--- config.mk ---
export PLATFORM = sky130hd
export DESIGN_NAME = line_follow_proportional_drive_unit
export DESIGN_NICKNAME = d
export VERILOG_FILES = /design/src/rtl/core/lfpd_pkg.sv /design/src/rtl/core/line_follow_proportional_drive_unit.sv /design/src/rtl/core/lfpd_steer.sv
export SDC_FILE = /design/constraint.sdc
export NUM_CORES = 1
export LEC_CHECK = 0
export ABC_AREA = 1
export BUFFER_PORTS_ARGS = -buffer_cell sky130_fd_sc_hd__buf_4
export CAP_MARGIN = 10
export CORE_ASPECT_RATIO = 1.1
export CORE_MARGIN = 10
export CORE_UTILIZATION = 40
export CTS_CLUSTER_DIAMETER = 60
export DETAILED_ROUTE_END_ITERATION = 16
export PLACE_DENSITY = 0.55
export SLEW_MARGIN = 30
export SYNTH_ARGS = -nofsm -noshare
export SYNTH_HDL_FRONTEND = slang
export SYNTH_SLANG_ARGS = --single-unit
--- constraint.sdc ---
create_clock -name clock -period 12.35 [get_ports clock]
set_input_delay 1.8525 -clock clock [delete_from_list [all_inputs] [get_ports clock]]
set_output_delay 1.8525 -clock clock [all_outputs]
set_load 0.005 [all_outputs]
--- src/rtl/core/lfpd_pkg.sv ---
package lfpd_pkg;

   localparam int SAMPLE_W    = 10;
   localparam int GAIN_W      = 16;
   localparam int MAX_SPEED_W = 15;
   localparam int SPEED_W     = 16;
   localparam int ERR_W       = 15;
   localparam int ERR_MAG_W   = 14;
   localparam int CSR_INDEX_W = 3;
   localparam int CSR_DATA_W  = 16;

   localparam int DELTA_LIMIT_DEFAULT = 300;

   localparam logic [SAMPLE_W-1:0]    DARK_THRESHOLD_RESET       = 10'd300;
   localparam logic [SAMPLE_W-1:0]    SUPER_DARK_THRESHOLD_RESET = 10'd150;
   localparam logic [GAIN_W-1:0]      GAIN_MILLI_RESET           = 16'd100;
   localparam logic [MAX_SPEED_W-1:0] MAX_SPEED_RESET            = 15'd1000;

   // Error magnitudes picked by the steering rules
   localparam logic [ERR_MAG_W-1:0] ERR_MAG_NONE  = 14'd0;
   localparam logic [ERR_MAG_W-1:0] ERR_MAG_SMALL = 14'd1000;
   localparam logic [ERR_MAG_W-1:0] ERR_MAG_MID   = 14'd5000;
   localparam logic [ERR_MAG_W-1:0] ERR_MAG_FULL  = 14'd10000;

   // floor(x / 3) = (x * 87382) >> 18, exact for x < 2**16
   localparam logic [16:0] DIV3_RECIP = 17'd87382;
   localparam int          DIV3_SHIFT = 18;

   typedef enum logic [CSR_INDEX_W-1:0] {
      CSR_DARK_THRESHOLD       = 3'd0,
      CSR_SUPER_DARK_THRESHOLD = 3'd1,
      CSR_GAIN_MILLI           = 3'd2,
      CSR_MAX_SPEED_LEFT       = 3'd3,
      CSR_MAX_SPEED_RIGHT      = 3'd4
   } csr_index_type;

   typedef struct packed {
      logic                 neg;
      logic [ERR_MAG_W-1:0] mag;
      logic                 full;
   } steer_type;

   function automatic logic [MAX_SPEED_W-1:0] two_thirds(input logic [MAX_SPEED_W-1:0] max_speed);
      logic [MAX_SPEED_W:0] dbl;
      logic [32:0]          prod;
      dbl  = {max_speed, 1'b0};
      prod = {17'd0, dbl} * {16'd0, DIV3_RECIP};
      return prod[DIV3_SHIFT +: MAX_SPEED_W];
   endfunction

endpackage

--- src/rtl/core/line_follow_proportional_drive_unit.sv ---
// Two-sensor proportional line follower drive.
// Request channel (req_valid / req_stall): one word carries a raw left and
// right reflectance sample. Response channel (rsp_valid / rsp_stall): one
// word per request with left and right wheel speed and the alignment error.
// A word moves at a clock edge where valid is high and stall is low.
// The word sits in the input register while the steering rules, the
// proportional delta, clip and saturate settle into the response register.
// Throughput: one word per cycle, back to back, while rsp_stall stays low.
// When the receiver stalls, the response register holds its word and the
// input register takes one more; req_stall rises once both hold a word and
// the response is blocked, and drops as soon as rsp_stall drops.
// Configuration (csr_write_en / csr_index / csr_data) is for the user to write
// only while the block is idle; the block does not enforce it. Writes to unknown
// indexes are dropped. Reset (synchronous, active high) empties both registers,
// restores register defaults and sets the last-seen side to the right.
module line_follow_proportional_drive_unit
   import lfpd_pkg::*;
#(
   parameter int DELTA_LIMIT = DELTA_LIMIT_DEFAULT
)
(
   input  logic                      clock,
   input  logic                      reset,
   input  logic                      req_valid,
   output logic                      req_stall,
   input  logic [SAMPLE_W-1:0]       req_left_sample,
   input  logic [SAMPLE_W-1:0]       req_right_sample,
   output logic                      rsp_valid,
   input  logic                      rsp_stall,
   output logic signed [SPEED_W-1:0] rsp_left_speed,
   output logic signed [SPEED_W-1:0] rsp_right_speed,
   output logic signed [ERR_W-1:0]   rsp_alignment_error,
   input  logic                      csr_write_en,
   input  logic [CSR_INDEX_W-1:0]    csr_index,
   input  logic [CSR_DATA_W-1:0]     csr_data
);

   localparam int DELTA_W = 19;
   localparam logic signed [DELTA_W-1:0] LIMIT_POS = DELTA_W'(DELTA_LIMIT);
   localparam logic signed [DELTA_W-1:0] LIMIT_NEG = DELTA_W'(-DELTA_LIMIT);
   localparam logic signed [DELTA_W-1:0] SPEED_HI  = DELTA_W'(32767);
   localparam logic signed [DELTA_W-1:0] SPEED_LO  = DELTA_W'(-32768);

   // configuration registers
   logic [SAMPLE_W-1:0]    dark_threshold_ff;
   logic [SAMPLE_W-1:0]    super_dark_threshold_ff;
   logic [GAIN_W-1:0]      gain_milli_ff;
   logic [MAX_SPEED_W-1:0] max_speed_left_ff;
   logic [MAX_SPEED_W-1:0] max_speed_right_ff;
   logic [MAX_SPEED_W-1:0] base_left_ff;
   logic [MAX_SPEED_W-1:0] base_right_ff;

   // register handshake
   logic take_out;
   logic take_in;

   logic                s1_valid_ff;
   logic [SAMPLE_W-1:0] s1_left_ff;
   logic [SAMPLE_W-1:0] s1_right_ff;

   steer_type                 steer;
   logic signed [DELTA_W-1:0] gain_ext;
   logic signed [DELTA_W-1:0] gain_x5;
   logic signed [DELTA_W-1:0] delta_raw;
   logic signed [DELTA_W-1:0] delta_dir;
   logic signed [DELTA_W-1:0] delta;
   logic signed [DELTA_W-1:0] sum_left;
   logic signed [DELTA_W-1:0] sum_right;
   logic signed [SPEED_W-1:0] sat_left;
   logic signed [SPEED_W-1:0] sat_right;
   logic signed [SPEED_W-1:0] max_left_s;
   logic signed [SPEED_W-1:0] max_right_s;

   logic                      rsp_valid_ff;
   logic signed [SPEED_W-1:0] rsp_left_speed_ff;
   logic signed [SPEED_W-1:0] rsp_left_speed_in;
   logic signed [SPEED_W-1:0] rsp_right_speed_ff;
   logic signed [SPEED_W-1:0] rsp_right_speed_in;
   logic signed [ERR_W-1:0]   rsp_alignment_error_ff;
   logic signed [ERR_W-1:0]   rsp_alignment_error_in;

   // ---------------------------------------------------------------
   // Configuration: keep only each register's width
   // ---------------------------------------------------------------
   // Base speeds load together with their max-speed register, so a word
   // accepted right after a write already sees the new base.
   always_ff @(posedge clock) begin
      if (reset) begin
         dark_threshold_ff       <= DARK_THRESHOLD_RESET;
         super_dark_threshold_ff <= SUPER_DARK_THRESHOLD_RESET;
         gain_milli_ff           <= GAIN_MILLI_RESET;
         max_speed_left_ff       <= MAX_SPEED_RESET;
         max_speed_right_ff      <= MAX_SPEED_RESET;
         base_left_ff            <= two_thirds(MAX_SPEED_RESET);
         base_right_ff           <= two_thirds(MAX_SPEED_RESET);
      end else if (csr_write_en) begin
         case (csr_index_type'(csr_index))
            CSR_DARK_THRESHOLD:       dark_threshold_ff       <= csr_data[SAMPLE_W-1:0];
            CSR_SUPER_DARK_THRESHOLD: super_dark_threshold_ff <= csr_data[SAMPLE_W-1:0];
            CSR_GAIN_MILLI:           gain_milli_ff           <= csr_data[GAIN_W-1:0];
            CSR_MAX_SPEED_LEFT: begin
               max_speed_left_ff <= csr_data[MAX_SPEED_W-1:0];
               base_left_ff      <= two_thirds(csr_data[MAX_SPEED_W-1:0]);
            end
            CSR_MAX_SPEED_RIGHT: begin
               max_speed_right_ff <= csr_data[MAX_SPEED_W-1:0];
               base_right_ff      <= two_thirds(csr_data[MAX_SPEED_W-1:0]);
            end
            default: begin
            end
         endcase
      end
   end

   // ---------------------------------------------------------------
   // Handshake: a register loads when empty or when its word moves on
   // ---------------------------------------------------------------
   assign take_out  = !rsp_valid_ff || !rsp_stall;
   assign take_in   = !s1_valid_ff || take_out;
   assign req_stall = !take_in;

   // Input register
   always_ff @(posedge clock) begin
      if (reset) begin
         s1_valid_ff <= 1'b0;
      end else if (take_in) begin
         s1_valid_ff <= req_valid;
      end
   end

   always_ff @(posedge clock) begin
      if (take_in && req_valid) begin
         s1_left_ff  <= req_left_sample;
         s1_right_ff <= req_right_sample;
      end
   end

   // Steering rules; side memory advances when the word moves on
   lfpd_steer u_steer (
      .clock                (clock),
      .reset                (reset),
      .advance              (s1_valid_ff && take_out),
      .left_sample          (s1_left_ff),
      .right_sample         (s1_right_ff),
      .dark_threshold       (dark_threshold_ff),
      .super_dark_threshold (super_dark_threshold_ff),
      .steer                (steer)
   );

   // Below full error the magnitude is 0, 1000 or 5000, so error * gain / 1000
   // is exactly zero, one or five times the gain: no division is left.
   assign gain_ext = {{(DELTA_W-GAIN_W){gain_milli_ff[GAIN_W-1]}}, gain_milli_ff};
   assign gain_x5  = (gain_ext <<< 2) + gain_ext;

   always_comb begin
      case (steer.mag)
         ERR_MAG_SMALL: begin
            delta_raw = gain_ext;
         end
         ERR_MAG_MID: begin
            delta_raw = gain_x5;
         end
         default: begin
            delta_raw = '0;
         end
      endcase
      delta_dir = steer.neg ? -delta_raw : delta_raw;
      if (delta_dir > LIMIT_POS) begin
         delta = LIMIT_POS;
      end else if (delta_dir < LIMIT_NEG) begin
         delta = LIMIT_NEG;
      end else begin
         delta = delta_dir;
      end
   end

   // Add to base, saturate; full error spins in place
   assign sum_left  = $signed({{(DELTA_W-MAX_SPEED_W){1'b0}}, base_left_ff}) + delta;
   assign sum_right = $signed({{(DELTA_W-MAX_SPEED_W){1'b0}}, base_right_ff}) - delta;

   always_comb begin
      if (sum_left > SPEED_HI) begin
         sat_left = 16'sh7FFF;
      end else if (sum_left < SPEED_LO) begin
         sat_left = 16'sh8000;
      end else begin
         sat_left = sum_left[SPEED_W-1:0];
      end
      if (sum_right > SPEED_HI) begin
         sat_right = 16'sh7FFF;
      end else if (sum_right < SPEED_LO) begin
         sat_right = 16'sh8000;
      end else begin
         sat_right = sum_right[SPEED_W-1:0];
      end
   end

   assign max_left_s  = $signed({1'b0, max_speed_left_ff});
   assign max_right_s = $signed({1'b0, max_speed_right_ff});

   always_comb begin
      if (steer.full) begin
         rsp_left_speed_in  = steer.neg ? -max_left_s : max_left_s;
         rsp_right_speed_in = steer.neg ? max_right_s : -max_right_s;
      end else begin
         rsp_left_speed_in  = sat_left;
         rsp_right_speed_in = sat_right;
      end
      rsp_alignment_error_in = steer.neg ? -$signed({1'b0, steer.mag})
                                         :  $signed({1'b0, steer.mag});
   end

   always_ff @(posedge clock) begin
      if (reset) begin
         rsp_valid_ff <= 1'b0;
      end else if (take_out) begin
         rsp_valid_ff <= s1_valid_ff;
      end
   end

   always_ff @(posedge clock) begin
      if (take_out && s1_valid_ff) begin
         rsp_left_speed_ff      <= rsp_left_speed_in;
         rsp_right_speed_ff     <= rsp_right_speed_in;
         rsp_alignment_error_ff <= rsp_alignment_error_in;
      end
   end

   assign rsp_valid           = rsp_valid_ff;
   assign rsp_left_speed      = rsp_left_speed_ff;
   assign rsp_right_speed     = rsp_right_speed_ff;
   assign rsp_alignment_error = rsp_alignment_error_ff;

`ifndef SYNTHESIS
   a_err_legal: assert property (@(posedge clock) disable iff (reset)
      rsp_valid |-> (rsp_alignment_error == 15'sd0 ||
                     rsp_alignment_error == 15'sd1000 ||
                     rsp_alignment_error == -15'sd1000 ||
                     rsp_alignment_error == 15'sd5000 ||
                     rsp_alignment_error == -15'sd5000 ||
                     rsp_alignment_error == 15'sd10000 ||
                     rsp_alignment_error == -15'sd10000))
      else $error("alignment error outside the rule set");

   a_full_right: assert property (@(posedge clock) disable iff (reset)
      rsp_valid && rsp_alignment_error == 15'sd10000 |->
         rsp_left_speed == max_left_s && rsp_right_speed == -max_right_s)
      else $error("full right error without opposite spin");

   a_full_left: assert property (@(posedge clock) disable iff (reset)
      rsp_valid && rsp_alignment_error == -15'sd10000 |->
         rsp_left_speed == -max_left_s && rsp_right_speed == max_right_s)
      else $error("full left error without opposite spin");

   a_stall_only_when_blocked: assert property (@(posedge clock) disable iff (reset)
      req_stall |-> rsp_valid && rsp_stall && s1_valid_ff)
      else $error("request stalled while the block has room");

   a_rsp_hold: assert property (@(posedge clock) disable iff (reset)
      rsp_valid && rsp_stall |=> rsp_valid && $stable(rsp_left_speed) &&
         $stable(rsp_right_speed) && $stable(rsp_alignment_error))
      else $error("stalled response word changed");
`endif

endmodule

--- src/rtl/core/lfpd_steer.sv ---
module lfpd_steer
   import lfpd_pkg::*;
(
   input  logic                clock,
   input  logic                reset,
   input  logic                advance,
   input  logic [SAMPLE_W-1:0] left_sample,
   input  logic [SAMPLE_W-1:0] right_sample,
   input  logic [SAMPLE_W-1:0] dark_threshold,
   input  logic [SAMPLE_W-1:0] super_dark_threshold,
   output steer_type           steer
);

   logic [SAMPLE_W-1:0] inv_l;
   logic [SAMPLE_W-1:0] inv_r;
   logic                dl;
   logic                sl;
   logic                dr;
   logic                sr;
   logic                last_seen_left_ff;
   logic                last_seen_left_in;

   // 1023 - sample is the bitwise complement of a 10-bit sample
   assign inv_l = ~left_sample;
   assign inv_r = ~right_sample;
   assign dl    = (inv_l <= dark_threshold);
   assign sl    = (inv_l <= super_dark_threshold);
   assign dr    = (inv_r <= dark_threshold);
   assign sr    = (inv_r <= super_dark_threshold);

   always_comb begin
      if (dl) begin
         last_seen_left_in = 1'b1;
      end else if (dr) begin
         last_seen_left_in = 1'b0;
      end else begin
         last_seen_left_in = last_seen_left_ff;
      end
   end

   always_ff @(posedge clock) begin
      if (reset) begin
         last_seen_left_ff <= 1'b0;
      end else if (advance) begin
         last_seen_left_ff <= last_seen_left_in;
      end
   end

   // Priority rules; lost line steers toward the side seen last
   always_comb begin
      steer.full = 1'b0;
      steer.neg  = 1'b0;
      steer.mag  = ERR_MAG_NONE;
      if (dl && dr) begin
         steer.mag = ERR_MAG_NONE;
      end else if (sr) begin
         steer.mag = ERR_MAG_SMALL;
      end else if (dr) begin
         steer.mag = ERR_MAG_MID;
      end else if (sl) begin
         steer.neg = 1'b1;
         steer.mag = ERR_MAG_SMALL;
      end else if (dl) begin
         steer.neg = 1'b1;
         steer.mag = ERR_MAG_MID;
      end else begin
         steer.full = 1'b1;
         steer.neg  = last_seen_left_in;
         steer.mag  = ERR_MAG_FULL;
      end
   end

endmodule

Yosys cells after proc, flatten, opt, wreduce, memory -nomap -nowiden
Index checks and enable logic that the tools add are counted.
{"block": "totals", "register_bits": 166, "latch_bits": 0, "ram_bits": 0, "rom_bits": 0, "in_bits": 44, "out_inout_bits": 49, "wordCells": 85, "memories": 0}
{"block": "classes", "add_sub_neg": 7, "mul": 1, "n_div": 0, "magnitude_cmp": 10, "eq_ne": 6, "shifts": 0, "n_mux": 28, "n_bitwise": 2, "n_reduce_logical": 15}
{"cell": "16-bit 2-to-1 mux", "count": 8}
{"cell": "19-bit 2-to-1 mux", "count": 3}
{"cell": "14-bit 2-to-1 mux", "count": 4}
{"cell": "10-bit <= comparator", "count": 4}
{"cell": "19-bit by 16-bit > comparator with 1-bit output (second input constant)", "count": 2}
{"cell": "19-bit by 16-bit less-than comparator with 1-bit output (second input constant)", "count": 2}
{"cell": "19-bit one-hot mux with 2 select lines", "count": 1}
{"cell": "15-bit negator with 16-bit output", "count": 2}
{"cell": "15-bit by 16-bit multiplier with 31-bit output (second input constant)", "count": 1}
{"cell": "15-bit 2-to-1 mux", "count": 2}
{"cell": "10-bit NOT", "count": 2}
{"cell": "16-bit by 19-bit adder with 19-bit output", "count": 1}
{"cell": "18-bit by 16-bit adder with 19-bit output", "count": 1}
{"cell": "19-bit by 10-bit > comparator with 1-bit output (second input constant)", "count": 1}
{"cell": "19-bit by 10-bit less-than comparator with 1-bit output (second input constant)", "count": 1}
{"cell": "19-bit negator", "count": 1}
{"cell": "16-bit by 19-bit subtractor with 19-bit output", "count": 1}
{"cell": "14-bit negator with 15-bit output", "count": 1}
{"cell": "14-bit by 10-bit equality test with 1-bit output (second input constant)", "count": 1}
{"cell": "14-bit by 13-bit equality test with 1-bit output (second input constant)", "count": 1}
{"cell": "1-bit 2-to-1 mux", "count": 10}
{"cell": "2-bit AND reduction", "count": 5}
{"cell": "3-bit by 2-bit equality test with 1-bit output (second input constant)", "count": 2}
{"cell": "1-bit logical NOT", "count": 4}
{"cell": "other kinds (5)", "count": 8}

Depth between registers and ports, before layout
Gate-level depths: netlist of the first run.
{"block": "logic_depth", "depth_word": 21, "mapped_depth": 59}

Hierarchy
Synthesis of the first run repeated with hierarchy kept, for this count alone.
{"block": "unflattened", "cells_unflattened": 2149, "hier_area_um2": 15984.1}
{"mod": "line_follow_proportional_drive_unit", "instances": 1, "cells_each": 1931, "area_each_um2": 14636.5}
{"mod": "lfpd_steer", "instances": 1, "cells_each": 218, "area_each_um2": 1347.5}

Worst setup path after synthesis of the first run
OpenSTA, ideal clock, no wires.
{"block": "synth_timing", "path_kind": "input -> register", "from": "input port csr_data[0]", "to": "register base_right_ff[14]", "setup_time_ns": 0.109, "arrival_ns": 6.824, "t_required_ns": 12.241, "slack_ns": 5.417, "path_stages": 25, "path_buffers": 0, "cell_sequence": "ha_1 > fa_1 > inv_1 > fa_1 > inv_1 > fa_1 > inv_1 > fa_1 > inv_1 > ha_1 > ha_1 > a21oi_1 > o21ai_0 > a41oi_1 > o21bai_1 > a21o_1 > a21o_1 > a21oi_1 > o21ai_0 > nand3_1 > inv_1 > o21ai_0 > nand3_1 > nand2_1 > inv_1"}
{"block": "synth_between", "elab_chain_len": 1}
{"item": "from (decl)", "line": "line_follow_proportional_drive_unit.sv:35", "source": "input logic [CSR_DATA_W-1:0] csr_data"}
{"item": "15-bit by 16-bit multiplier with 31-bit output", "line": "lfpd_pkg.sv:47", "source": "prod = {17'd0, dbl} * {16'd0, DIV3_RECIP};"}
{"item": "to (signal assigned)", "line": "line_follow_proportional_drive_unit.sv:95", "source": "base_right_ff <= two_thirds(MAX_SPEED_RESET);"}
{"item": "to (signal assigned)", "line": "line_follow_proportional_drive_unit.sv:107", "source": "base_right_ff <= two_thirds(csr_data[MAX_SPEED_W-1:0]);"}
{"item": "to (decl)", "line": "line_follow_proportional_drive_unit.sv:51", "source": "logic [MAX_SPEED_W-1:0] base_right_ff;"}
Every way passes these cells.
A chain may end at the register's enable or synchronous reset.

Worst setup path after layout of the first run
{"block": "layout_timing", "from": "register super_dark_threshold_ff[9]", "to": "register rsp_left_speed_ff[7] (netlist: rsp_left_speed[7]) (data pin)"}
{"block": "layout_between", "elab_chain_len": 17, "word_cells_on_any_way": 29, "classes_between": "add/sub: 2; order compare: 6; eq/ne: 2; mux: 19"}
{"item": "from (decl)", "line": "line_follow_proportional_drive_unit.sv:46", "source": "logic [SAMPLE_W-1:0] super_dark_threshold_ff;"}
{"item": "from (signal assigned)", "line": "line_follow_proportional_drive_unit.sv:99", "source": "CSR_SUPER_DARK_THRESHOLD: super_dark_threshold_ff <= csr_data[SAMPLE_W-1:0];"}
{"item": "10-bit <= comparator", "line": "lfpd_steer.sv:27", "source": "assign sl = (inv_l <= super_dark_threshold);"}
{"item": "15-bit 2-to-1 mux", "line": "lfpd_steer.sv:60", "source": "end else if (sl) begin"}
{"item": "14-bit 2-to-1 mux", "line": "lfpd_steer.sv:58", "source": "end else if (dr) begin"}
{"item": "14-bit 2-to-1 mux", "line": "lfpd_steer.sv:56", "source": "end else if (sr) begin"}
{"item": "14-bit 2-to-1 mux", "line": "lfpd_steer.sv:54", "source": "if (dl && dr) begin"}
{"item": "14-bit by 13-bit equality test with 1-bit output / 14-bit by 10-bit equality test with 1-bit output (equally long branches)", "line": "line_follow_proportional_drive_unit.sv:156", "source": "case (steer.mag)"}
{"item": "19-bit one-hot mux with 2 select lines", "line": "line_follow_proportional_drive_unit.sv:156"}
{"item": "19-bit negator", "line": "line_follow_proportional_drive_unit.sv:167", "source": "delta_dir = steer.neg ? -delta_raw : delta_raw;"}
{"item": "(+2 left out)"}
{"item": "19-bit 2-to-1 mux", "line": "line_follow_proportional_drive_unit.sv:170", "source": "end else if (delta_dir < LIMIT_NEG) begin"}
{"item": "19-bit 2-to-1 mux", "line": "line_follow_proportional_drive_unit.sv:168", "source": "if (delta_dir > LIMIT_POS) begin"}
{"item": "16-bit by 19-bit adder with 19-bit output", "line": "line_follow_proportional_drive_unit.sv:178", "source": "assign sum_left = $signed({{(DELTA_W-MAX_SPEED_W){1'b0}}, base_left_ff}) + delta;"}
{"item": "19-bit by 16-bit less-than comparator with 1-bit output", "line": "line_follow_proportional_drive_unit.sv:184", "source": "end else if (sum_left < SPEED_LO) begin"}
{"item": "16-bit 2-to-1 mux", "line": "line_follow_proportional_drive_unit.sv:184"}
{"item": "16-bit 2-to-1 mux", "line": "line_follow_proportional_drive_unit.sv:182", "source": "if (sum_left > SPEED_HI) begin"}
{"item": "16-bit 2-to-1 mux *", "line": "line_follow_proportional_drive_unit.sv:202", "source": "if (steer.full) begin"}
{"item": "via rsp_left_speed_in[7]", "line": "line_follow_proportional_drive_unit.sv:76", "source": "logic signed [SPEED_W-1:0] rsp_left_speed_in;"}
{"item": "to (signal assigned)", "line": "line_follow_proportional_drive_unit.sv:223", "source": "rsp_left_speed_ff <= rsp_left_speed_in;"}
{"item": "to (decl)", "line": "line_follow_proportional_drive_unit.sv:75", "source": "logic signed [SPEED_W-1:0] rsp_left_speed_ff;"}
The timed path passes the listed nets; every way through them passes the cells marked *.

==> results of run 1 <==
power breakdown:
group	leakage, nW	switching (W)	internal, W
logic	6.73	0.00118	0.000656
clock network	0.296	0.000267	0.000282
registers	1.40	0.0000204	0.000632
total	8.43	0.00147	0.00157
how the worst min path moves through the flow:
stage	from	to	slack [ns]	cells past startpoint
finish	dark_threshold_ff[5]$_SDFFE_PP1P_	dark_threshold_ff[5]$_SDFFE_PP1P_	0.48	2
detailed placement	base_left_ff[4]$_SDFFE_PP1P_	base_left_ff[4]$_SDFFE_PP1P_	0.46	2
global route	max_speed_left_ff[14]$_SDFFE_PP0P_	max_speed_left_ff[14]$_SDFFE_PP0P_	0.51	2
global placement	dark_threshold_ff[5]$_SDFFE_PP1P_	dark_threshold_ff[5]$_SDFFE_PP1P_	0.46	2
CTS	dark_threshold_ff[5]$_SDFFE_PP1P_	dark_threshold_ff[5]$_SDFFE_PP1P_	0.48	2
floorplan	dark_threshold_ff[5]$_SDFFE_PP1P_	dark_threshold_ff[5]$_SDFFE_PP1P_	0.45	2
final cells by class:
type	count	area, µm²	area share, %
inverters	364	1370	8.27
clock buffers	18	450	2.73
repair buffers	97	728	4.41
clock inverters	14	153	0.924
well taps	487	609	3.69
multi-input cells	1356	9340	56.5
flip-flops and latches	162	3870	23.4
worst reg2reg max path: cells and delay by family, from the launching register on:
kind,cells,cell delay [ns]
adder cells (fa/ha/maj),4,1.18
buffers and inverters,5,0.57
AND/OR/NAND/NOR,28,3.95
flip-flops,1,0.31
AO/OA/AOI/OAI,11,2.01
flip-flops by register name (all words and copies together), names as in the netlist, 11 cells and up:
signal / flops
base_left_ff: 15
base_right_ff: 15
gain_milli_ff: 16
max_speed_left_ff: 15
max_speed_right_ff: 15
rsp_alignment_error: 11
rsp_left_speed: 16
rsp_right_speed: 16
logic make-up (layout without fill, tap and decap cells):
family / after synthesis / in the layout / synth area share [%]
xor+xnor: 61 / 61 / 3.61
flops: 162 / 162 / 26.2
fa+ha+maj: 260 / 260 / 25.3
compound gates: 332 / 332 / 12.8
buf+inv: 414 / 493 / 10.9
simple gates: 700 / 700 / 21.2
other cells: 1 / 3 / 0.0253
cell usage in the layout, fill, tap and decap left out, types with 14 or more instances in the layout:
| cell type | Yosys | final |
|---|---|---|
| nor3_1 | 22 | 22 |
| nor2_1 | 143 | 142 |
| xor2_1 | 41 | 41 |
| nand3_1 | 120 | 120 |
| inv_1 | 354 | 354 |
| xnor2_1 | 20 | 20 |
| fa_1 | 66 | 66 |
| buf_4 | 6 | 97 |
| edfxtp_1 | 63 | 63 |
| dfxtp_1 | 99 | 99 |
| o21bai_1 | 14 | 14 |
| o21ai_0 | 100 | 100 |
| clkbuf_16 | 0 | 18 |
| ha_1 | 194 | 194 |
| a21oi_1 | 139 | 138 |
| nand2_2 | 15 | 15 |
| o211ai_1 | 31 | 31 |
| nand2_1 | 336 | 336 |
layer usage:
metal | up-vias | track usage (%)
met4 | 0 | 4.58
met1 | 5914 | 25.1
met5 | - | 0
met2 | 166 | 32.4
li1 | 6433 | -
met3 | 27 | 2.95
stage by stage:
step	total power, W	util (%)	hold WS [ns]	setup WS, ns
after global routing	0.00333	45.5	0.512	3.05
after floorplan	0.00195	-	0.446	5.42
final	0.00304	45.5	0.482	4.18
after CTS	0.00306	45.5	0.485	4.17
after detailed placement	0.00249	43.8	0.465	4.21
after global placement	0.00248	43.8	0.460	4.38
==> metrics.txt, run 1 <==
clock period minus worst slack=8.17 ns; number of hold violations in the final report=0; post-layout instance area=16500 µm²; Worst-path clk slew=0.07 ns; depth of the critical timing path with buffers and inverters included=48; weighted congestion reported at the end of routability-driven placement=0.929; worst min-delay path category=flip-flop to flip-flop; Final Cycle Share=66.2%; final number of max-transition violations=0; status=finished clean; setup repair after global routing missed its margin=no; hold_buf cts=0; worst max-slew margin expressed relative to the limit=37.9%; slack of the worst reg-to-reg path=4.18 ns; Worst setup EP type=flip-flop; number of failing setup endpoints in the final timing report=0; dpl cells=2466; die width=203 µm; required time worst endpoint=12.69 ns; CORE AREA=36400 µm²; initial detailed-routing violation count=731; number of global-route vias before repair=12.4k; worst slew pin tran=0.931 ns; mean instance size in the synthesized netlist=7.67 µm²; estimated wirelength of the detail-placed design=34100 µm; placed instance area=15900 µm²; quantity of gates resized following cts=0; fraction of registers with async set or reset after synthesis=0%; met2 wire length=20700 µm; global-route wire length before repair=68500 µm; clk root buf=clkbuf_16; starting utilization of the core area=40.7%; count of antenna diodes in the layout=0; top flip-flop cell by instance count after synthesis=dfxtp_1; total of buffers placed on input and output ports=89; largest cells by area after synthesis=ha_1, dfxtp_1, edfxtp_1; remaining antenna violation count after routing=0; number of warnings reported in the yosys synthesis log=0; count of H-tree levels built during CTS=4; number of antenna violations at the first check in global routing=1; worst reg2reg endpoint=rsp_left_speed[7]$_DFFE_PP_; TritonCTS clock tree=done; dominant cell by count in the synthesized netlist=inv_1; number of nets in the layout=2302; data arrival time of the worst path=8.51 ns; Total Negative Setup Slacks=0 ns; maximum achievable frequency=122 MHz; crit-path most repeated cell=nand2_1; Post-Synthesis Cells=1930; area of the die=45100 µm²; share of cells above drive strength 1=9.80%; end of the critical path=rsp_left_speed[7]$_DFFE_PP_; num ports=93; DR DRC count=0; clock latency on the worst-skew pair=0.48 ns; Leak Pwr=8.43 nW; maximum count of clock buffers along a single path=2; met3 wire length=1380 µm; all-layer global routing usage=19.2%; leftover overflow at the end of global routing=0; post-synthesis instance area=14800 µm²; final setup skew=0.0221 ns; critical path fanouts, max=26; post-CTS repair timing setup buffer count=0; Setup Crit Path Kind=flip-flop to flip-flop; highest ir drop seen on vdd=0.000168 V; number of enable-type register cells in the synthesized netlist=63; buffering stage count on the worst path with inverters included=5; detail-routed net length per standard cell=17.2 µm; maximum number of pins on one net before global-route repair=83; areal power density over the cells=184 nW/µm²; number of distinct standard cells referenced by the synthesized netlist=54; Max stage delay cell, worst path=o21ai_2; sequential-to-total area share from yosys stat=26.2%; detailed-route wire length on metal 1=20200 µm; DR vias=12.5k; router iterations before antenna repair=4; Worst Setup Start Kind=flip-flop; most common library cells after synthesis=inv_1, nand2_1, ha_1; r2r startpoint=super_dark_threshold_ff[9]$_SDFFE_PP0P_; CTS sink count=162; cell type with the highest aggregate area in the netlist=ha_1; Inserted Clock Buffers=17; die extent in y=222 µm; Final Non-Filler Cells=2498; Layout area overhead=11.6%; final WL=42900 µm; crit-path max cell delay=0.51 ns; final-layout fill cell count=3765; placement row count=73; top cell type's share of synthesized area=16.4%; cell family with most CP delay=simple AND/OR/NAND/NOR gates; origin of the worst setup path=super_dark_threshold_ff[9]$_SDFFE_PP0P_; Top Metal Used=met4; length in cells of the worst reg-to-reg path=48; max-capacitance violation count=0; post-synthesis sequential element count=162; detail-routed via count per cell=5.02
Power figures use the tool's default switching activity.
==> run 2: changes to the inputs <==
--- a/config.mk
+++ b/config.mk
@@ -5,7 +5,7 @@
 export SDC_FILE = /design/constraint.sdc
 export NUM_CORES = 1
 export LEC_CHECK = 0
-export ABC_AREA = 1
+export ABC_AREA = 0
 export BUFFER_PORTS_ARGS = -buffer_cell sky130_fd_sc_hd__buf_4
 export CAP_MARGIN = 10
 export CORE_ASPECT_RATIO = 1.1
@@ -13,7 +13,7 @@
 export CORE_UTILIZATION = 40
 export CTS_CLUSTER_DIAMETER = 60
 export DETAILED_ROUTE_END_ITERATION = 16
-export PLACE_DENSITY = 0.55
+export PLACE_DENSITY = 0.56
 export SLEW_MARGIN = 30
 export SYNTH_ARGS = -nofsm -noshare
 export SYNTH_HDL_FRONTEND = slang
==> constraint.sdc (replaced) <==
create_clock -name clock -period 7.8 [get_ports clock]
set_input_delay 1.17 -clock clock [delete_from_list [all_inputs] [get_ports clock]]
set_output_delay 1.17 -clock clock [all_outputs]
set_load 0.005 [all_outputs]
==> run 2 against run 1 <==
  * The flow now finishes with violations (setup timing)
  * Die area fell by 2.2%
  * Sequential power is 62% higher
  * Via count decreased by 1.2%
  * Global-route usage is 0.49 points lower
  * Non-clock buffer count up 186
  * Total power grew 71%
  * Critical path depth is 6 lower
  * First-iteration DRC count is 10% higher
  * Combinational power grew 77%
  * Worst hold slack worse by 0.027 ns
  * Synthesized area down 2.4%
  * Clock power is 59% higher
  * Critical path type unchanged
==> metrics.txt, run 2 <==
most frequent standard cell in the layout excluding fill and tap cells=buf_4; buffering stage count on the worst path with inverters included=8; weighted congestion reported at the end of routability-driven placement=0.932; starting utilization of the core area=40.8%; worst max-slew margin expressed relative to the limit=37.3%; clock period minus worst slack=7.82 ns; highest ir drop seen on vdd=0.000189 V; Setup Crit Path Kind=flip-flop to flip-flop; top cell type's share of synthesized area=16.8%; count of H-tree levels built during CTS=4; maximum number of pins on one net before global-route repair=101; Total Negative Setup Slacks=-0.0365 ns; Worst Setup Start Kind=flip-flop; top flip-flop cell by instance count after synthesis=dfxtp_1; final number of max-transition violations=0; areal power density over the cells=282 nW/µm²; Final Cycle Share=100%; worst reg2reg endpoint=rsp_right_speed[10]$_DFFE_PP_; DR DRC count=0; slack of the worst reg-to-reg path=-0.02 ns; router iterations before antenna repair=5; violated checks=setup timing; all-layer global routing usage=18.7%; final WL=42200 µm; cell family with most CP delay=compound AO/OA/AOI/OAI gates; die extent in y=219 µm; CORE AREA=35400 µm²; post-synthesis instance area=14400 µm²; status=complete, but fails checks; Inserted Clock Buffers=17; sequential-to-total area share from yosys stat=26.8%; Cells on Worst Hold Path=2; number of distinct standard cells referenced by the synthesized netlist=97; Endpoint, Worst Hold=base_right_ff[0]$_SDFFE_PP0P_; count of antenna diodes in the layout=0; area of the die=44100 µm²; number of enable-type register cells in the synthesized netlist=63; most common library cells after synthesis=nand2_1, ha_1, inv_1; setup repair after global routing missed its margin=yes; data arrival time of the worst path=7.98 ns; hold path startpoint=base_right_ff[0]$_SDFFE_PP0P_; Worst-path clk slew=0.08 ns; initial detailed-routing violation count=807; detail-routed net length per standard cell=17.9 µm; Design Power=0.00519 W; Final Worst Setup Slack=-0.0163 ns; r2r startpoint=super_dark_threshold_ff[3]$_SDFFE_PP0P_; critical path fanouts, max=8; Worst setup EP type=flip-flop; global-route wire length before repair=66100 µm; origin of the worst setup path=super_dark_threshold_ff[3]$_SDFFE_PP0P_; max-capacitance violation count=0; detail-routed via count per cell=5.25; top library cells by usage in the layout, fill and taps aside=buf_4, nand2_1, ha_1; maximum achievable frequency=128 MHz; remaining antenna violation count after routing=0; number of global-route vias before repair=12.3k; estimated wirelength of the detail-placed design=32400 µm; number of nets in the layout=2169; number of hold violations in the final report=0; TritonCTS clock tree=done; required time worst endpoint=7.97 ns; crit-path max cell delay=0.51 ns; total of buffers placed on input and output ports=89; clk root buf=clkbuf_16; worst slack on hold paths=0.455 ns; largest cells by area after synthesis=ha_1, dfxtp_1, edfxtp_1; DR vias=12.4k; final setup skew=0.0138 ns; Leak Pwr=8.29 nW; length in cells of the worst reg-to-reg path=42; dominant cell by count in the synthesized netlist=nand2_1; Layout area overhead=27.3%; number of antenna violations at the first check in global routing=0; share of cells above drive strength 1=26.8%; num ports=93; cell type with the highest aggregate area in the netlist=ha_1; leftover overflow at the end of global routing=0; number of warnings reported in the yosys synthesis log=0; clock latency on the worst-skew pair=0.44 ns; post-synthesis sequential element count=162; Max stage delay cell, worst path=or4_4; hold_buf cts=0; CTS sink count=162; die width=201 µm; worst min-delay path category=flip-flop to flip-flop; Post-Synthesis Cells=1619; placement row count=72; number of failing setup endpoints in the final timing report=3; fraction of registers with async set or reset after synthesis=0%; worst slew pin tran=0.941 ns; maximum count of clock buffers along a single path=2; mean instance size in the synthesized netlist=8.92 µm²
-- run 2: changes by cell type after synthesis, sizes merged, moves of 16 or more --
cell,before,now
o211ai,31,5
nand3b,9,26
nor2b,0,16
inv,362,182
xnor2,20,53
o22ai,1,17
nand2,353,226
nand3,130,18
nor2,160,81
o21ai,106,72
a211oi,1,17
-- run 2: kinds of logic after synthesis --
logic type | count (synthesis) | share of synthesized area, %
other cells | 1 | 0.0260
xor+xnor | 90 | 5.46
buf+inv | 242 | 6.68
flops | 162 | 26.8
simple gates | 470 | 15.7
compound gates | 389 | 18.9
fa+ha+maj | 260 | 25.9
mux | 5 | 0.442
-- run 2: metrics by stage --
step	worst slack (ns)	utilization (%)	instances	instance area (µm²)
after floorplan	0.0248	-	1621	14500
after global placement	-0.493	47.3	2294	16800
after detailed placement	-0.600	47.3	2294	16800
after CTS	-0.00587	50.0	2343	17700
after global routing	-0.465	52.0	2359	18400
final	-0.0163	52.0	2359	18400
-- run 2: how the worst max path moves through the flow --
stage / cells past startpoint / endpoint / slack (ns)
6_report: 42 / rsp_right_speed[10]$_DFFE_PP_ / -0.02
3_3_place_gp: 36 / rsp_right_speed[2]$_DFFE_PP_ / -0.49
5_1_grt: 40 / rsp_left_speed[8]$_DFFE_PP_ / -0.47
4_1_cts: 41 / rsp_left_speed[10]$_DFFE_PP_ / -0.006
3_5_place_dp: 38 / rsp_right_speed[3]$_DFFE_PP_ / -0.60
2_1_floorplan: 42 / rsp_left_speed[14]$_DFFE_PP_ / 0.02
-- run 2: layout make-up --
cell class                 instances  area (µm²)
timing repair buffer             283        2210
inverter                         183         687
fill                            3298       17000
tap                              481         602
multi-input combinational       1218       10400
sequential                       162        3880
clock buffer                      19         464
clock inverter                    13         139
-- run 2: report_power, final --
group	total (W)	leakage, nW	internal (W)	switching, W
logic	0.00326	6.60	0.00152	0.00174
clock network	0.000874	0.294	0.000480	0.000394
registers	0.00106	1.40	0.00101	0.0000449
-- run 2: what timing repair did --
| action | CTS | global route |
|---|---|---|
| hold endpoints to repair | 0 | 0 |
| endpoints found under the setup margin | 31 | 32 |
| buffers inserted | 16 | 17 |
| pin swaps | 25 | 74 |
| gates resized for setup | 44 | 119 |
| gates cloned | 1 | 0 |
-- run 2: per-layer routing --
| layer | track usage [%] | routed length (µm) | part of all wire (%) | vias up |
|---|---|---|---|---|
| li1 | - | - | - | 6172 |
| met1 | 24.6 | 19700 | 47 | 5924 |
| met2 | 31.2 | 19900 | 47 | 238 |
| met3 | 2.74 | 1550 | 3.7 | 59 |
| met4 | 5.72 | 1080 | 2.6 | 0 |
| met5 | 0 | 0 | 0 | - |
-- run 2: tightest hold or removal path, cell delays in order, from the launching register on --
cell and delay [ns]:
dfxtp_1 0.31, nand2_1 0.05, a21oi_1 0.05
==> run 3: changes to the inputs <==
--- a/config.mk
+++ b/config.mk
@@ -14,6 +14,7 @@
 export CTS_CLUSTER_DIAMETER = 60
 export DETAILED_ROUTE_END_ITERATION = 16
 export PLACE_DENSITY = 0.56
+export SETUP_SLACK_MARGIN = 0.02
 export SLEW_MARGIN = 30
 export SYNTH_ARGS = -nofsm -noshare
 export SYNTH_HDL_FRONTEND = slang
==> run 3 against run 2 <==
  * The run now ends clean
  * Largest power group unchanged
  * Worst hold slack got worse by 0.0027 ns
  * Cell area is 0.82% higher
  * Clock power hardly changed
  * Die area unchanged
  * Critical endpoint is now rsp_right_speed[1]$_DFFE_PP_
  * Combinational power is 4% higher
  * Sequential share of layout area is 0.17 points lower
  * Via count increased by 0.22%
  * Critical path depth up 1
  * Maximum frequency rose by 0.89%
  * Worst setup slack better by 0.069 ns
  * First-iteration DRC count fell by 9.7%
==> metrics.txt, run 3 (synthesis gave the netlist of run 2 again) <==
initial detailed-routing violation count=729; remaining antenna violation count after routing=0; fraction of power consumed by the clock network=16.5%; final number of max-transition violations=0; status=finished clean; global-route wire length before repair=66300 µm; setup repair after global routing missed its margin=yes; number of hold violations in the final report=0; worst min-delay path category=flip-flop to flip-flop; weighted congestion reported at the end of routability-driven placement=0.932; max-capacitance violation count=0; num ports=93; worst max-slew margin expressed relative to the limit=37.9%; die width=201 µm; DR vias=12.4k; Placement Setup Slack=-0.600 ns; maximum achievable frequency=129 MHz; clock latency on the worst-skew pair=0.45 ns; part of the total power dissipated in combinational logic=63.6%; clock period minus worst slack=7.75 ns; highest ir drop seen on vdd=0.000189 V; number of failing setup endpoints in the final timing report=0; all-layer global routing usage=18.8%; Worst Setup Start Kind=flip-flop; total of buffers placed on input and output ports=89; top library cells by usage in the layout, fill and taps aside=buf_4, nand2_1, ha_1; leftover overflow at the end of global routing=0; area of the die=44100 µm²; switching power as a share of total power=41.9%; share of cells above drive strength 1=27.1%; Worst setup EP type=flip-flop; areal power density over the cells=287 nW/µm²; worst slew pin tran=0.932 ns; detail-routed net length per standard cell=17.7 µm; critical path fanouts, max=8; placement row count=72; detail-routed via count per cell=5.25; count of H-tree levels built during CTS=4; most heavily used metal layer in global routing=met2; CTS sink count=162; required time worst endpoint=7.97 ns; number of global-route vias before repair=12.3k; Layout area overhead=28.4%; clk root buf=clkbuf_16; die extent in y=219 µm; M3 GR Usage=2.74%; Post-Route Utilization=52.4%; most frequent standard cell in the layout excluding fill and tap cells=buf_4; maximum number of pins on one net before global-route repair=101; TritonCTS clock tree=done; count of antenna diodes in the layout=0; Max stage delay cell, worst path=or4_4; Leak Pwr=8.35 nW; DR DRC count=0; starting utilization of the core area=40.8%; internal cell power=0.00309 W; crit-path max cell delay=0.51 ns; router iterations before antenna repair=5; number of nets in the layout=2175; Final Cycle Share=99.3%; Setup Crit Path Kind=flip-flop to flip-flop; worst slack on hold paths=0.453 ns; number of antenna violations at the first check in global routing=0; Total Negative Setup Slacks=0 ns; sequential cell fraction of total power=19.9%; Sw Pwr=0.00223 W; data arrival time of the worst path=7.92 ns; met2 GRT Util=31.4%; CORE AREA=35400 µm²; final WL=42000 µm; met1 Usage GRT=24.6%; final setup skew=0.0126 ns; Worst-path clk slew=0.08 ns; Final Worst Setup Slack=0.0523 ns; maximum count of clock buffers along a single path=2; estimated wirelength of the detail-placed design=32400 µm; Inserted Clock Buffers=17
## run 3: cell count changes in the layout (fill, tap and decap cells not counted), moves of 2 or more
cell,before,now
a2bb2oi_2,3,1
a2bb2oi_4,0,2
a31oi_4,1,3
buf_6,5,9
ha_1,169,174
ha_4,24,20
nor3_1,18,16
nor3_2,1,3
o22ai_2,14,12
## run 3: what timing repair did
item,CTS,global route
buffers inserted,16,22
gates resized for setup,47,136
hold buffers,0,0
gates cloned,1,1
endpoints found under the setup margin,31,32
pin swaps,26,73
## run 3: area by class of cell
class | count | area (µm²)
clock buffer | 19 | 464
clock inverter | 13 | 139
timing repair buffer | 289 | 2300
inverter | 183 | 687
fill | 3280 | 16900
tap | 481 | 602
sequential | 162 | 3880
multi-input combinational | 1218 | 10500
## run 3: power by group through the flow
| stage | logic (W) | clock network (W) | registers, W |
|---|---|---|---|
| 2_1_floorplan | 0.00208 | 0 | 0.00107 |
| 3_3_place_gp | 0.00297 | 0 | 0.00107 |
| 3_5_place_dp | 0.00300 | 0 | 0.00107 |
| 4_1_cts | 0.00314 | 0.000894 | 0.00106 |
| 5_1_grt | 0.00380 | 0.000926 | 0.00107 |
| 6_report | 0.00338 | 0.000877 | 0.00106 |
## run 3: final timing paths
path	cells after the start	from	slack, ns	end
min	2	dark_threshold_ff[9]$_SDFFE_PP0P_	0.45	dark_threshold_ff[9]$_SDFFE_PP0P_
min reg2reg	2	dark_threshold_ff[9]$_SDFFE_PP0P_	0.45	dark_threshold_ff[9]$_SDFFE_PP0P_
max reg2reg	43	super_dark_threshold_ff[5]$_SDFFE_PP0P_	0.05	rsp_right_speed[1]$_DFFE_PP_
max	43	super_dark_threshold_ff[5]$_SDFFE_PP0P_	0.05	rsp_right_speed[1]$_DFFE_PP_
## run 3: stage by stage
step | std cells | power (W) | area, µm²
2_1_floorplan | 1621 | 0.00315 | 14500
3_3_place_gp | 2294 | 0.00404 | 16800
3_5_place_dp | 2294 | 0.00408 | 16800
4_1_cts | 2343 | 0.00509 | 17700
5_1_grt | 2365 | 0.00579 | 18600
6_report | 2365 | 0.00532 | 18600
## run 3: critical path, delay by kind of cell (launching register included)
family / cells / cell delay [ns]
adders and majority gates: 4 / 0.87
and+or+nand+nor: 12 / 2.39
buffers and inverters: 9 / 1.18
xor gates and xnor gates: 1 / 0.17
DFF: 1 / 0.34
AOI/OAI and AO/OA: 17 / 2.49
## run 3: metal layers
layer,vias to the layer above,share of wire (%)
met1,5942,47
met5,-,0
met3,49,4.0
li1,6174,-
met4,0,2.4
met2,255,47
